[src/rtl/tea_ctr_pkg.sv]
`timescale 1ns / 1ps
// shared types and constants for the tea counter-mode stream cipher
// no dependencies; used by every module of the block

package tea_ctr_pkg;

   // tea round constant
   localparam logic [31:0] TEA_DELTA = 32'h9E37_79B9;

   // configuration register indexes
   localparam int unsigned CSR_INDEX_WIDTH = 3;
   localparam logic [CSR_INDEX_WIDTH-1:0] CSR_KEY_WORD_ZERO   = 3'd0;
   localparam logic [CSR_INDEX_WIDTH-1:0] CSR_KEY_WORD_ONE    = 3'd1;
   localparam logic [CSR_INDEX_WIDTH-1:0] CSR_KEY_WORD_TWO    = 3'd2;
   localparam logic [CSR_INDEX_WIDTH-1:0] CSR_KEY_WORD_THREE  = 3'd3;
   localparam logic [CSR_INDEX_WIDTH-1:0] CSR_NONCE_LOW_WORD  = 3'd4;
   localparam logic [CSR_INDEX_WIDTH-1:0] CSR_NONCE_HIGH_WORD = 3'd5;

   // 128-bit key as four words
   typedef struct packed {
      logic [31:0] k0;
      logic [31:0] k1;
      logic [31:0] k2;
      logic [31:0] k3;
   } key_type;

   // one item travelling down the round chain with its cipher block
   typedef struct packed {
      logic [31:0] w0;
      logic [31:0] w1;
      logic [7:0]  data;
      logic [2:0]  pos;
   } lane_type;

   // block counter and byte position handed to the chain entry
   typedef struct packed {
      logic [31:0] ctr;
      logic [2:0]  pos;
   } seq_type;

endpackage

[src/rtl/tea_ctr_round_cell.sv]
`timescale 1ns / 1ps
// one half round of tea as a pipeline cell of the round chain
// depends on tea_ctr_pkg for the lane and key types

module tea_ctr_round_cell #(
   parameter logic [31:0] ROUND_SUM = 32'h9E37_79B9,
   parameter bit          UPPER     = 1'b0
) (
   input  logic                clock,
   input  logic                reset,
   input  logic                load,
   input  logic                valid_in,
   input  tea_ctr_pkg::lane_type lane_in,
   input  tea_ctr_pkg::key_type  key,
   output logic                valid_out,
   output tea_ctr_pkg::lane_type lane_out
);

   logic                  valid_ff;
   tea_ctr_pkg::lane_type lane_ff;
   tea_ctr_pkg::lane_type lane_in_next;
   logic [31:0]           src_word;
   logic [31:0]           mix_word;

   // half round: lower cell updates w0 from w1, upper cell updates w1 from w0
   always_comb begin
      lane_in_next = lane_in;
      if (UPPER) begin
         src_word = lane_in.w0;
         mix_word = ((src_word << 4) + key.k2) ^ (src_word + ROUND_SUM)
                    ^ ((src_word >> 5) + key.k3);
         lane_in_next.w1 = lane_in.w1 + mix_word;
      end else begin
         src_word = lane_in.w1;
         mix_word = ((src_word << 4) + key.k0) ^ (src_word + ROUND_SUM)
                    ^ ((src_word >> 5) + key.k1);
         lane_in_next.w0 = lane_in.w0 + mix_word;
      end
   end

   // occupancy flag
   always_ff @(posedge clock) begin
      if (reset) begin
         valid_ff <= 1'b0;
      end else if (load) begin
         valid_ff <= valid_in;
      end
   end

   // payload stage
   always_ff @(posedge clock) begin
      if (load) begin
         lane_ff <= lane_in_next;
      end
   end

   assign valid_out = valid_ff;
   assign lane_out  = lane_ff;

endmodule

[config.mk]
export PLATFORM = sky130hd
export DESIGN_NAME = tea_ctr_round_cell
export DESIGN_NICKNAME = d
export VERILOG_FILES = /design/src/rtl/tea_ctr_pkg.sv /design/src/rtl/tea_ctr_round_cell.sv
export SDC_FILE = /design/constraint.sdc
export NUM_CORES = 1
export LEC_CHECK = 0
export BUFFER_PORTS_ARGS = -buffer_cell sky130_fd_sc_hd__buf_2
export CAP_MARGIN = 15
export CORE_UTILIZATION = 45
export CTS_CLUSTER_SIZE = 25
export DETAILED_ROUTE_END_ITERATION = 8
export GPL_TIMING_DRIVEN = 0
export PLACE_DENSITY = 0.74
export SETUP_SLACK_MARGIN = 0.2
export SYNTH_ARGS = -nofsm -noshare
export SYNTH_HDL_FRONTEND = slang
export SYNTH_SLANG_ARGS = --single-unit
[constraint.sdc]
create_clock -name clock -period 10.7 [get_ports clock]
set_clock_uncertainty 0.2 [all_clocks]
set_input_delay 0 -clock clock [delete_from_list [all_inputs] [get_ports clock]]
set_output_delay 0 -clock clock [all_outputs]
set_load 0.05 [all_outputs]
-- After elaboration in Yosys (flattened, before gate mapping)
Cells that the tools add are included.
- bitwise operators: 2
- $add $sub $neg: 4
- operators by type and width (operator ; number):
    adder 32 bit ; 2
    XOR 32 bit ; 2
    adder 27 x 32 -> 32 bit ; 1
    adder 32 bit (second input constant) ; 1
- logic and storage cells: 11
- register bits after elaboration: 76
- bits of input ports: 207
- output and inout bits: 76

-- Logic depth before layout (Yosys ltp)
- depth after elaboration: 4
- gate-level depth with buffers: 22

-- Worst setup path before layout
No wires, ideal clock.
- path kind: in2reg
- start point: in lane_in[11] (netlist name)
- end point: reg lane_ff, in the netlist lane_out[74], data pin
- data arrival time: 3.847 ns
- path slack: 6.385 ns
- path buffers: 0
- setup time: 0.268 ns
- cell stages on the path: 19
- cell sequence: ha_1 -> a2111o_1 -> a21boi_0 -> nor2_1 -> o21ai_0 -> a21boi_0 -> xnor2_1 -> xnor2_1 -> xnor2_1 -> ha_1 -> a21o_1 -> a21o_1 -> a21oi_1 -> o31ai_1 -> a41oi_2 -> o21ai_1 -> a21o_1 -> a221oi_2 -> xnor3_1
- RTL lines (element ; RTL line ; source):
    start: declaration ; tea_ctr_round_cell.sv:13 ; input tea_ctr_pkg::lane_type lane_in,
    end signal: assignment ; tea_ctr_round_cell.sv:53 ; lane_ff <= lane_in_next;
    end: declaration ; tea_ctr_round_cell.sv:20 ; tea_ctr_pkg::lane_type lane_ff;

==> impl_metrics.yaml <==
run_status:
  outcome: "completed"
clock_tree:
  cts_buffers: 9
  post_cts_resized: 0
  numClockSinks: 76
  cts-root-buf: "clkbuf_16"
  h-tree-depth: 3
  clk_path_buf_depth: 2
  cts_setup_buffers: 0
  cts_tree: "done"
  clk_transition_reported_paths_ns: 0.07
  hold_buffers: 65
  clock_latency_ns: 0.35
die:
  die-area_um2: 17300
  io_pins: 283
  start_util_pct: 46.8
  die_w_um: 131
  die_height_um: 131
  core_um2: 16100
  rows: 46
timing:
  finalSetupViolCount: 0
  slew_headroom_pct: 51.1
  post-route-min-period_ns: 5.47
  rsz0062_at_grt: "no"
  tns_ns: 0
  finalHoldViolations: 0
  max_freq_mhz: 183
  finalCritPeriodShare_pct: 51.1
  worst_slew_pin_slew_ns: 0.716
  setup_ws_ns: 5.23
  slew_viol_final: 0
synthesis:
  synth_warnings: 0
  async_flop_share_pct: 0
  syn_area_um2: 7550
  syn-instance-count: 784
  ys_seq_area_share_pct: 30.1
  ys_ff_latch: 76
  synth-simple-area-share_pct: 11.9
  muxShareOfSynthArea_pct: 0.265
  ys.flop_type: "edfxtp_1"
  synth-edff-count: 75
  synth_xor_area_share_pct: 20.8
  synth_top_family_by_area: "XOR/XNOR gates"
  ys_types: 61
  syn_nets: 1082
  synthAdderAreaFrac_pct: 15.4
  syn_avg_cell_area_um2: 9.62
  synth_compound_area_share_pct: 19.8
cells_and_area:
  fin_util_pct: 61.3
  nets: 1377
  syn2layout_area_growth_pct: 31.0
  final_common_cell: "buf_2"
  drive_gt1_share_pct: 23.1
  layout_common_cells: "buf_2, xnor2_1, ha_1"
setup_path:
  cp_max_fo: 5
  crit_type: "input pin to register"
  reg2reg_depth: 3
  worst_path_most_repeated_cell: "a21o_1"
  reg2reg_from: "valid_out$_SDFFE_PP0P_"
  cp.buffers_inverters: 3
  crit_path_start: "lane_in[11]"
  crit_required_ns: 10.59
  endpoint_kind: "register"
  slowest_stage: "o31ai_1"
  crit_arrival_ns: 5.36
  crit_family: "compound AO/OA/AOI/OAI gates"
  slowest_delay_ns: 0.56
  path_depth: 22
  cp-start-kind: "input pin"
  crit_chain: "dlygate4sd3_1 > buf_2 > ha_1 > inv_1 > fa_1 > nor2b_1 > o21bai_1 > a21oi_1 > nor2_1 > o31ai_1 > xnor2_1 > xnor2_1 > ha_1 > a21o_1 > a21o_1 > a21oi_1 > o31ai_1 > a41oi_2 > o21ai_1 > a21o_1 > a221oi_2 > xnor3_1"
place:
  place.gp.congestion: 0.921
  dpl_worst_slack_ns: 5.48
  io_buffers: 218
  hpwl_mm: 16.4
drt:
  vias: 7006
  drtIter0Drc: 562
  ant_nets: 0
  wl_mm: 21.1
  dr.pass1.iters: 5
  vias_per_cell: 5.38
  wire_per_inst_um: 16.2
  drc_errors: 0
pwr:
  vdd_ir_drop_max_mv: 0.141
  p_leak_nw: 4.37
  powerDensity_nw_per_um2: 207
worst_hold_path:
  holdCritPathClass: "input pin to register"
  hp-start: "lane_in[66]"
  hold-path-cell-count: 3
flow_run:
  maxCapViolations: 0
grt:
  grt_max_degree: 70
  track_usage_pct: 24.6
  grt_first_pass_wirelength_mm: 33.8
  grt_pass1_vias: 6610
  antenna_found_initial: 2
  grt_overflow: 0
metrics by stage:
step           hold WS (ns)  power (mW)  std cells  cell area (um^2)
5_1_grt              0.0401        2.17       1302              9880
3_5_place_dp        -0.0272        1.71       1219              8940
2_1_floorplan        -0.128        1.44        784              7550
6_report             0.0169        2.04       1302              9880
3_3_place_gp        -0.0417        1.69       1218              8910
4_1_cts             0.00462        2.05       1300              9880
power by group:
group          leakage (nW)  total, mW  internal [mW]  switching, mW
Sequential            0.742      0.460          0.447         0.0137
Combinational          3.49       1.28          0.484          0.796
Clock                 0.137      0.304          0.163          0.141
worst paths after layout:
| kind | to | slack [ns] |
|---|---|---|
| setup / recovery | lane_out[74]$_DFFE_PP_ | 5.23 |
| hold / removal | lane_out[66]$_DFFE_PP_ | 0.02 |
| hold reg to reg | valid_out$_SDFFE_PP0P_ | 0.89 |
| setup reg to reg | valid_out$_SDFFE_PP0P_ | 9.32 |
sequential cells by signal, indices dropped and copies added (netlist names):
register / cells
valid_out: 1
lane_out: 75
cells in the mapped netlist, types with 4 or more instances:
cell type | count | area (um^2)
xnor2_1 | 140 | 1230
ha_1 | 88 | 1100
edfxtp_1 | 75 | 2250
a21oi_1 | 71 | 355
nand2_1 | 48 | 180
nor2_1 | 37 | 139
o21ai_0 | 37 | 185
a21o_1 | 36 | 270
xor2_1 | 34 | 298
inv_1 | 30 | 113
o21bai_1 | 17 | 128
nand3_1 | 15 | 75.1
a31oi_1 | 11 | 68.8
nand2b_1 | 10 | 62.6
nor2b_1 | 10 | 62.6
and3_1 | 9 | 56.3
nor3_1 | 9 | 45.0
o211ai_1 | 8 | 60.1
o21a_1 | 8 | 60.1
nand4_1 | 7 | 43.8
a211oi_1 | 5 | 37.5
a21boi_0 | 5 | 37.5
o21ai_1 | 5 | 25.0
a2111oi_0 | 4 | 35.0
a221oi_1 | 4 | 35.0
and2_1 | 4 | 25.0
clkbuf_1 | 4 | 15.0
or2_2 | 4 | 25.0
cell type report:
| type | count | area [um^2] |
|---|---|---|
| Timing Repair Buffer | 284 | 1770 |
| Multi-Input combinational cell | 674 | 5150 |
| Clock buffer | 9 | 225 |
| Antenna cell | 2 | 5.00 |
| Tap cell | 216 | 270 |
| Inverter | 30 | 113 |
| Buffer | 4 | 15.0 |
| Clock inverter | 7 | 63.8 |
| Sequential cell | 76 | 2270 |
| Fill cell | 1354 | 6230 |
logic make-up after synthesis:
group / Yosys count
xor+xnor: 176
compound gates: 231
buf+inv: 34
fa+ha+maj: 91
mux: 2
simple gates: 174
flops: 76
worst min-delay path: stages:
cell and delay [ns]:
buf_2 0.08, ha_1 0.24, xnor2_1 0.14
metal layers:
layer  GRT usage (%)  share of wire [%]
met1            33.9                 46
met2            40.1                 47
met3            2.20                5.0
met4            8.72                2.2
met5               0                  0
No activity file was read; power rests on OpenSTA's default activity.
