`config.mk`:
```
export PLATFORM = sky130hd
export DESIGN_NAME = tea_ctr_seq
export DESIGN_NICKNAME = d
export VERILOG_FILES = /design/src/rtl/tea_ctr_pkg.sv /design/src/rtl/tea_ctr_seq.sv
export SDC_FILE = /design/constraint.sdc
export NUM_CORES = 1
export LEC_CHECK = 0
export BUFFER_PORTS_ARGS = -buffer_cell sky130_fd_sc_hd__buf_4
export CAP_MARGIN = 10
export CORE_MARGIN = 3
export CORE_UTILIZATION = 50
export CTS_BUF_LIST = sky130_fd_sc_hd__clkbuf_4
export CTS_CLUSTER_SIZE = 28
export DETAILED_ROUTE_END_ITERATION = 6
export PLACE_DENSITY = 0.73
export SYNTH_ARGS = -nofsm -noshare
export SYNTH_HDL_FRONTEND = slang
export SYNTH_SLANG_ARGS = --single-unit
```
`constraint.sdc`:
```
create_clock -name clock -period 4.8 [get_ports clock]
set_input_delay 0.96 -clock clock [delete_from_list [all_inputs] [get_ports clock]]
set_output_delay 0.96 -clock clock [all_outputs]
set_load 0.005 [all_outputs]
```
`src/rtl/tea_ctr_pkg.sv`:
```
`timescale 1ns / 1ps
// shared types and constants for the tea counter-mode stream cipher
// no dependencies; used by every module of the block

package tea_ctr_pkg;

   // tea round constant
   localparam logic [31:0] TEA_DELTA = 32'h9E37_79B9;

   // configuration register indexes
   localparam int unsigned CSR_INDEX_WIDTH = 3;
   localparam logic [CSR_INDEX_WIDTH-1:0] CSR_KEY_WORD_ZERO   = 3'd0;
   localparam logic [CSR_INDEX_WIDTH-1:0] CSR_KEY_WORD_ONE    = 3'd1;
   localparam logic [CSR_INDEX_WIDTH-1:0] CSR_KEY_WORD_TWO    = 3'd2;
   localparam logic [CSR_INDEX_WIDTH-1:0] CSR_KEY_WORD_THREE  = 3'd3;
   localparam logic [CSR_INDEX_WIDTH-1:0] CSR_NONCE_LOW_WORD  = 3'd4;
   localparam logic [CSR_INDEX_WIDTH-1:0] CSR_NONCE_HIGH_WORD = 3'd5;

   // 128-bit key as four words
   typedef struct packed {
      logic [31:0] k0;
      logic [31:0] k1;
      logic [31:0] k2;
      logic [31:0] k3;
   } key_type;

   // one item travelling down the round chain with its cipher block
   typedef struct packed {
      logic [31:0] w0;
      logic [31:0] w1;
      logic [7:0]  data;
      logic [2:0]  pos;
   } lane_type;

   // block counter and byte position handed to the chain entry
   typedef struct packed {
      logic [31:0] ctr;
      logic [2:0]  pos;
   } seq_type;

endpackage

```
`src/rtl/tea_ctr_seq.sv`:
```
`timescale 1ns / 1ps
// block counter and byte position tracking for accepted items
// depends on tea_ctr_pkg for the sequence type

module tea_ctr_seq (
   input  logic                 clock,
   input  logic                 reset,
   input  logic                 accept,
   input  logic                 last_byte,
   output tea_ctr_pkg::seq_type seq
);

   logic [31:0] next_ff;
   logic [31:0] next_in;
   logic [31:0] cur_ff;
   logic [31:0] cur_in;
   logic [2:0]  pos_ff;
   logic [2:0]  pos_in;
   logic        block_start;

   assign block_start = (pos_ff == 3'd0);

   // counter of the block an item belongs to
   assign seq.ctr = block_start ? next_ff : cur_ff;
   assign seq.pos = pos_ff;

   // advance on each accepted item, restart after the end of a message
   always_comb begin
      next_in = next_ff;
      cur_in  = cur_ff;
      pos_in  = pos_ff;
      if (accept) begin
         if (block_start) begin
            cur_in  = next_ff;
            next_in = next_ff + 32'd1;
         end
         if (last_byte) begin
            next_in = 32'd0;
            pos_in  = 3'd0;
         end else begin
            pos_in = pos_ff + 3'd1;
         end
      end
   end

   always_ff @(posedge clock) begin
      if (reset) begin
         next_ff <= 32'd0;
         cur_ff  <= 32'd0;
         pos_ff  <= 3'd0;
      end else begin
         next_ff <= next_in;
         cur_ff  <= cur_in;
         pos_ff  <= pos_in;
      end
   end

`ifndef SYNTHESIS
   // end of message brings position and counter back to the start
   assert property (@(posedge clock) disable iff (reset)
      accept && last_byte |=> pos_ff == 3'd0 && next_ff == 32'd0)
      else $error("position or counter not cleared after last item");

   // a block start inside a message moves the counter on by one
   assert property (@(posedge clock) disable iff (reset)
      accept && !last_byte && block_start |=> next_ff == $past(next_ff) + 32'd1)
      else $error("block counter did not advance at block start");
`endif

endmodule

```
# Word level (Yosys, flattened, before mapping)
# Cells that the tools add are included.
[word_totals]
ff_bits = 67
wordCells = 12
[op_classes]
n_reduce_logical = 3
add_sub_neg = 2
mux = 4
[ops]
columns = ["operator", "n"]
rows = [
  ["2-to-1 mux 32 bit", 3],
  ["adder 32 x 1 -> 32 bit, second input constant", 1],
  ["adder 3 x 1 -> 3 bit, second input constant", 1],
  ["zero test 3 bit", 1],
  ["2-to-1 mux 3 bit", 1],
  ["AND reduction 2 bit", 1],
  ["nonzero test 2 bit", 1],
]

# Logic depth before layout (Yosys ltp)
# Gate-level depths: netlist of run 1.
[logic_depth]
word_depth = 3
ltp_mapped = 9
mapped_depth_nobuf = 6

# Worst setup path before layout of run 1
# No wires, ideal clock.
[synth_timing]
kind = "register to output"
from = "register pos_ff[0]"
to = "output seq[10] (netlist name)"
stages_incl_launch_ff = 9
arrival_time_ns = 1.599
slack_ns = 2.241
n_path_buf = 3
cell_sequence = "dfxtp_1 > inv_1 > ha_1 > and2b_1 > buf_4 > clkbuf_1 > buf_1 > nand2_1 > nand2_1"
[synth_rtl]
columns = ["item", "line", "source"]
rows = [
  ["from (decl)", "tea_ctr_seq.sv:17", "logic [2:0] pos_ff;"],
  ["from (signal assigned)", "tea_ctr_seq.sv:54", "pos_ff <= pos_in;"],
  ["to (decl)", "tea_ctr_seq.sv:10", "output tea_ctr_pkg::seq_type seq"],
]

==> results of run 1 <==
-- worst min-delay path, cell delays in order (launching register included) --
cell and delay [ns]:
dfxtp_1 0.32, nand2_1 0.05, a21oi_1 0.05
-- state kept, by name, indices dropped and copies added (netlist names) --
signal / flops
next_ff: 32
pos_ff: 3
cur_ff: 32
-- metal layers --
metal  global-route usage, %  vias up  share of wire [%]
li1                        -     1574                  -
met3                   3.137       11                3.5
met2                   37.13       56                 48
met5                       0        -                  0
met4                   9.207        0                1.3
met1                   27.36     1488                 47
-- final cells by class --
type	count	area share [%]
clock inverter	5	0.5886
tap	75	2.597
sequential	67	37.12
clock buffer	10	2.078
timing repair buffer	43	8.934
inverter	6	0.6233
multi-input combinational	340	48.06
-- where the power goes --
| group | total [mW] | switching, mW | internal [mW] |
|---|---|---|---|
| Combinational | 0.0746 | 0.0603 | 0.0143 |
| Clock | 0.293 | 0.190 | 0.103 |
| Sequential | 0.560 | 0.00259 | 0.558 |
| Total | 0.928 | 0.253 | 0.675 |
-- through the flow --
stage          utilization, %  power (mW)  hold WS (ns)
2_1_floorplan               -      0.6248        0.4366
3_3_place_gp            57.57      0.6482        0.4412
3_5_place_dp            57.57      0.6485        0.4483
4_1_cts                 59.15      0.9396        0.4621
5_1_grt                 59.28      0.9735        0.4854
6_report                59.28      0.9283        0.4589
-- how the worst max path moves through the flow --
stage                            from                       end  cells after the start
3_3_place_gp   pos_ff[0]$_SDFFE_PP0P_                   seq[18]                      7
3_5_place_dp                   accept  next_ff[24]$_SDFFE_PP0P_                      5
6_report       pos_ff[0]$_SDFFE_PP0P_                   seq[14]                      7
2_1_floorplan  pos_ff[0]$_SDFFE_PP0P_                   seq[10]                      8
5_1_grt        pos_ff[0]$_SDFFE_PP0P_                   seq[14]                      7
4_1_cts        pos_ff[0]$_SDFFE_PP0P_                   seq[14]                      7
-- cell usage in the layout (no fill, tap or decap), types with 3 or more instances in the layout --
cell type,count
nand2_1,163
dfxtp_1,67
a21oi_1,59
buf_4,43
o31ai_1,16
or4_1,16
o21ai_0,13
nor2_1,10
clkbuf_4,10
nand3_1,9
or3_1,8
inv_1,6
nand4_1,6
xor2_1,5
and4_1,5
o2111ai_1,4
ha_1,3
clkinv_1,3
-- logic make-up after synthesis --
kind of cell	count (synthesis)	share of synthesized area, %
XOR/XNOR	6	1.629
adder cells (fa/ha/maj)	3	1.163
flip-flops	67	41.57
multiplexers	1	0.3102
AO/OA/AOI/OAI	99	18.26
buffers and inverters	35	4.692
AND/OR/NAND/NOR	231	32.38
==> qor.txt, run 1 <==
Design Area, Final: 3613 µm²
number of diodes: 0
Syn Nets: 449
pre-CTS setup slack: 2.044 ns
MaxCap Viol Count: 0
clock latency on the worst-skew pair: 0.40 ns
WP data arrival: 2.22 ns
CP dominant cell by count: buf_4
post-synth top area share: 41.57%
area of the multi-input gates: 1737 µm²
global-route usage over all layers: 21.76%
Ys Warns: 0
cell family with most CP delay: simple AND/OR/NAND/NOR gates
cells on worst reg2reg path: 7
Mapped Area: 3227 µm²
post-DP HPWL: 4965 µm
antenna violations before repair: 0
Finished Layout Cells: 546
layout cells sized above 1: 12.95%
Final Setup Violations: 0
Period minus WS final: 3.178 ns
Reg area: 1341 µm²
Post-DRT Antenna Nets: 0
Async SR Flop Fraction: 0%
Critical Path Source Type: register
root buf cell: clkbuf_4
Final WS setup: 1.622 ns
worst ir drop on vdd: 0.1698 mV
Port Buffers: 38
vias: 3129
Achievable Freq: 314.6 MHz
reg2reg start: pos_ff[0]$_SDFFE_PP0P_
Initial DRT Pass Iterations: 4
worst-path fanout max: 20
buffers inserted by post-CTS timing repair: 0
Final nets: 474
H-Tree Level Count: 3
Yosys reg bits: 67
Critical Path RT: 3.84 ns
most frequent cell after synthesis: nand2_1
Setup TNS: 0 ns
Placed Instance Area: 3510 µm²
CTS tree: done
run status: completed
slew margin rel.: 30.86%
Slew Limit Fails: 0
Reg2Reg Capture Point: cur_ff[2]$_SDFFE_PP0P_
# IOs: 39
die width: 86.34 µm
slowest cell on the critical path: nand2b_1
R2R setup slack: 2.52 ns
filler instances: 592
Hold Path Stages: 2
Setup Crit Path Kind: register to output port
Pleak: 1.343 nW
routed wire length: 7617 µm
CP peak stage delay: 0.50 ns
cell row count: 28
worst path cell trace: inv_1 > ha_1 > nand2b_1 > buf_4 > nand2_1 > o21ai_0 > buf_4
hold_buf cts: 0
Worst-path clk slew: 0.09 ns
post-CTS sizing: 0
Cells after DPL: 530
hold_sp: cur_ff[27]$_SDFFE_PP0P_
area delta synth->final: 11.98%
Seq/Total Area, Yosys: 41.57%
commonest cells in the netlist: nand2_1, dfxtp_1, a21oi_1
Routability Congestion: 0.7614
routed len/inst: 13.95 µm
CTS buffer count: 9
final setup skew: 0.008738 ns
Final period util: 66.22%
GRT overflow: 0
die height: 86.34 µm
RSZ-0062 raised after global routing: false
Hold Vio Cnt, Final: 0
number of synthesized flops with an enable pin: 0
vias per cell: 5.731
capturing element type of the critical path: output port
pwr dens: 256.9 nW/µm²
worst hold path type: register to register
number of global-route vias before repair: 2860
starting density of the core: 52.94%
Clock Tree Buf Depth: 2
DR iter-0 viols: 153
count of different cell masters after synthesis: 37
Slew @ Worst Pin: 1.037 ns
Cells after Synth: 442
first-pass GRT wire length: 13100 µm
detailed-route DRC error count: 0
Bufs and invs on worst path: 3
core area: 6096 µm²
post-synth top area cell: dfxtp_1
die area: 7454 µm²
largest cells by area after synthesis: dfxtp_1, nand2_1, a21oi_1
top_reg_cell synth: dfxtp_1
Hold Path End: cur_ff[27]$_SDFFE_PP0P_
largest net degree at the start of global routing: 39
Num Clock Sinks: 67
Avg Cell Area, Syn: 7.301 µm²
No activity file was read; power rests on OpenSTA's default activity.
==> inputs of run 2 (changes only) <==
ABC_AREA = 1   (was default)
clock period = 3.1 ns   (was 4.8 ns; I/O delays follow)
==> run 2 against run 1 <==
Routed wire length increased by 2.8%. Total power increased by 83%. Cell count increased by 14%. Sequential share of layout area decreased by 1.8 points. Count of clock-buffer cells in the layout decreased by 1. Sequential power increased by 57%. Register-to-register slack got worse by 1.4 ns. Global-route usage decreased by 0.48 points. Clock power increased by 120%. Design area increased by 5.2%. Die area increased by 2.7%. Critical endpoint is now seq[27]. Largest cell class unchanged. Largest power group unchanged.
==> qor.txt, run 2 <==
largest net degree at the start of global routing: 45
Synth Area in Simple Gates: 35.72%
starting density of the core: 52.00%
P_sw: 444.2 µW
Clock Tree Buf Depth: 2
die width: 87.50 µm
Sw Ratio: 26.17%
area delta synth->final: 14.51%
number of diodes: 0
Pleak: 1.501 nW
Setup TNS: 0 ns
post-synthesis mux area share: 0%
H-Tree Level Count: 3
CTS buffer count: 9
Hold Path Stages: 2
Final nets: 547
Cells after DPL: 606
number of synthesized flops with an enable pin: 0
post-synth top area share: 40.39%
cells on worst reg2reg path: 11
Seq pwr share: 51.7%
Finished Layout Cells: 622
run status: completed
Ys Warns: 0
Critical Path Source Type: register
count of different cell masters after synthesis: 28
CTS tree: done
largest cells by area after synthesis: dfxtp_1, nand2_1, nor2_1
Slew @ Worst Pin: 0.7898 ns
Setup Crit Path Kind: register to output port
RSZ-0062 raised after global routing: false
Num Clock Sinks: 67
vias: 3237
reg2reg start: pos_ff[0]$_SDFFE_PP0P_
cell row count: 29
Regs by FF count: cur_ff: 32 flops, next_ff: 32 flops, pos_ff: 3 flops
die area: 7655 µm²
post-CTS sizing: 0
commonest non-fill, non-tap cell in the layout: nand2_1
most frequent cell after synthesis: nand2_1
Design Area, Final: 3802 µm²
fin util: 59.54%
Worst-path clk slew: 0.11 ns
Hold WS: 0.4696 ns
number of global-route vias before repair: 2831
Final period util: 86.52%
Yosys reg bits: 67
global-route usage over all layers: 21.28%
MaxCap Viol Count: 0
worst hold path type: register to register
detailed-route DRC error count: 0
buffers inserted by post-CTS timing repair: 0
Port Buffers: 38
routed len/inst: 12.59 µm
Avg Cell Area, Syn: 6.524 µm²
pwr dens: 446.4 nW/µm²
Reg2Reg Capture Point: next_ff[31]$_SDFFE_PP0P_
DR iter-0 viols: 183
largest family of logic cells by synthesized area: simple AND/OR/NAND/NOR gates
final setup skew: 0.01544 ns
Initial DRT Pass Iterations: 4
Final WS setup: 0.4179 ns
core area: 6386 µm²
most frequent cells in the layout: nand2_1, nor2_1, dfxtp_1, a21oi_1, inv_1
filler instances: 619
Hold Vio Cnt, Final: 0
worst ir drop on vdd: 0.3640 mV
Seq/Total Area, Yosys: 40.39%
Cells after Synth: 509
GRT overflow: 0
clock latency on the worst-skew pair: 0.43 ns
Syn Nets: 516
Routability Congestion: 0.8310
Mapped Area: 3321 µm²
area of the multi-input gates: 1704 µm²
layout cells sized above 1: 13.21%
Reg area: 1341 µm²
top_reg_cell synth: dfxtp_1
first-pass GRT wire length: 12790 µm
post-synth top area cell: dfxtp_1
internal power: 1.253 mW
WP data arrival: 2.06 ns
post-synthesis xor/xnor area fraction: 0.2638%
combinational power share: 9.6%
Async SR Flop Fraction: 0%
Period minus WS final: 2.682 ns
vias per cell: 5.204
slew margin rel.: 47.29%
hold_sp: cur_ff[13]$_SDFFE_PP0P_
commonest cells in the netlist: nand2_1, nor2_1, dfxtp_1
capturing element type of the critical path: output port
Adder-Cell Fraction of Synth Area: 1.130%
pre-CTS setup slack: 0.8763 ns
routed wire length: 7834 µm
Critical Path RT: 2.48 ns
clock network fraction of design power: 38.6%
worst-path fanout max: 44
Hold Path End: cur_ff[13]$_SDFFE_PP0P_
Tot Pwr: 1.698 mW
R2R setup slack: 1.12 ns
root buf cell: clkbuf_4
compound-gate portion of the synthesized area: 14.13%
Achievable Freq: 372.8 MHz
Final Setup Violations: 0
antenna violations before repair: 0
# IOs: 39
die height: 87.50 µm
Post-DRT Antenna Nets: 0
hold_buf cts: 0
Placed Instance Area: 3642 µm²
Slew Limit Fails: 0
post-DP HPWL: 5625 µm
-- run 2: cell types whose count changed after synthesis, sizes merged, moves of 4 or more --
cell / previous run / this run
clkbuf: 22 / 10
o2111ai: 5 / 0
or4: 16 / 0
a21oi: 59 / 52
nor2: 11 / 76
a211oi: 0 / 9
o31ai: 16 / 0
or3: 8 / 0
o21ai: 13 / 26
xor2: 5 / 0
and4: 6 / 0
nand3: 9 / 31
inv: 6 / 48
buf: 7 / 11
-- run 2: cell type report --
class | count | share of cell area [%]
well taps | 77 | 2.534
clock buffers | 9 | 1.777
repair buffers | 41 | 8.424
inverters | 48 | 4.738
flip-flops and latches | 67 | 35.27
clock inverters | 7 | 2.435
multi-input cells | 373 | 44.82
-- run 2: critical path: stages, from the launching register on --
cell,delay [ns]
dfxtp_1,0.40
inv_1,0.06
ha_1,0.20
nand2_1,0.32
buf_12,0.26
nand2_1,0.08
o21ai_0,0.12
buf_4,0.17
-- run 2: logic make-up (layout without fill, tap and decap cells) --
logic type      count (synthesis)  after routing
xor+xnor                        1              1
flops                          67             67
buf+inv                        69            105
fa+ha+maj                       3              3
simple gates                  281            281
compound gates                 88             88
-- run 2: metal layers --
layer | GRT usage (%) | vias up | wire length (µm)
met5 | 0 | - | 0
li1 | - | 1697 | -
met4 | 7.950 | 0 | 148
met2 | 36.99 | 60 | 3850
met3 | 4.636 | 11 | 329
met1 | 25.49 | 1469 | 3505
-- run 2: worst max-delay path by stage --
| stage | start | end | slack, ns | depth (start not counted) |
|---|---|---|---|---|
| 2_1_floorplan | pos_ff[0]$_SDFFE_PP0P_ | seq[5] | 1.07 | 7 |
| 3_3_place_gp | accept | next_ff[29]$_SDFFE_PP0P_ | 0.91 | 7 |
| 4_1_cts | pos_ff[0]$_SDFFE_PP0P_ | seq[27] | 0.40 | 7 |
| 5_1_grt | pos_ff[0]$_SDFFE_PP0P_ | seq[27] | 0.24 | 7 |
| 6_report | pos_ff[0]$_SDFFE_PP0P_ | seq[27] | 0.42 | 7 |
| 3_5_place_dp | accept | next_ff[27]$_SDFFE_PP0P_ | 0.88 | 7 |
-- run 2: power groups by stage --
stage	Clock, mW	Sequential, mW	Combinational, mW
detailed placement	0	0.898	0.163
finish	0.656	0.878	0.164
floorplan	0	0.897	0.110
CTS	0.667	0.878	0.164
global route	0.700	0.880	0.184
global placement	0	0.897	0.161
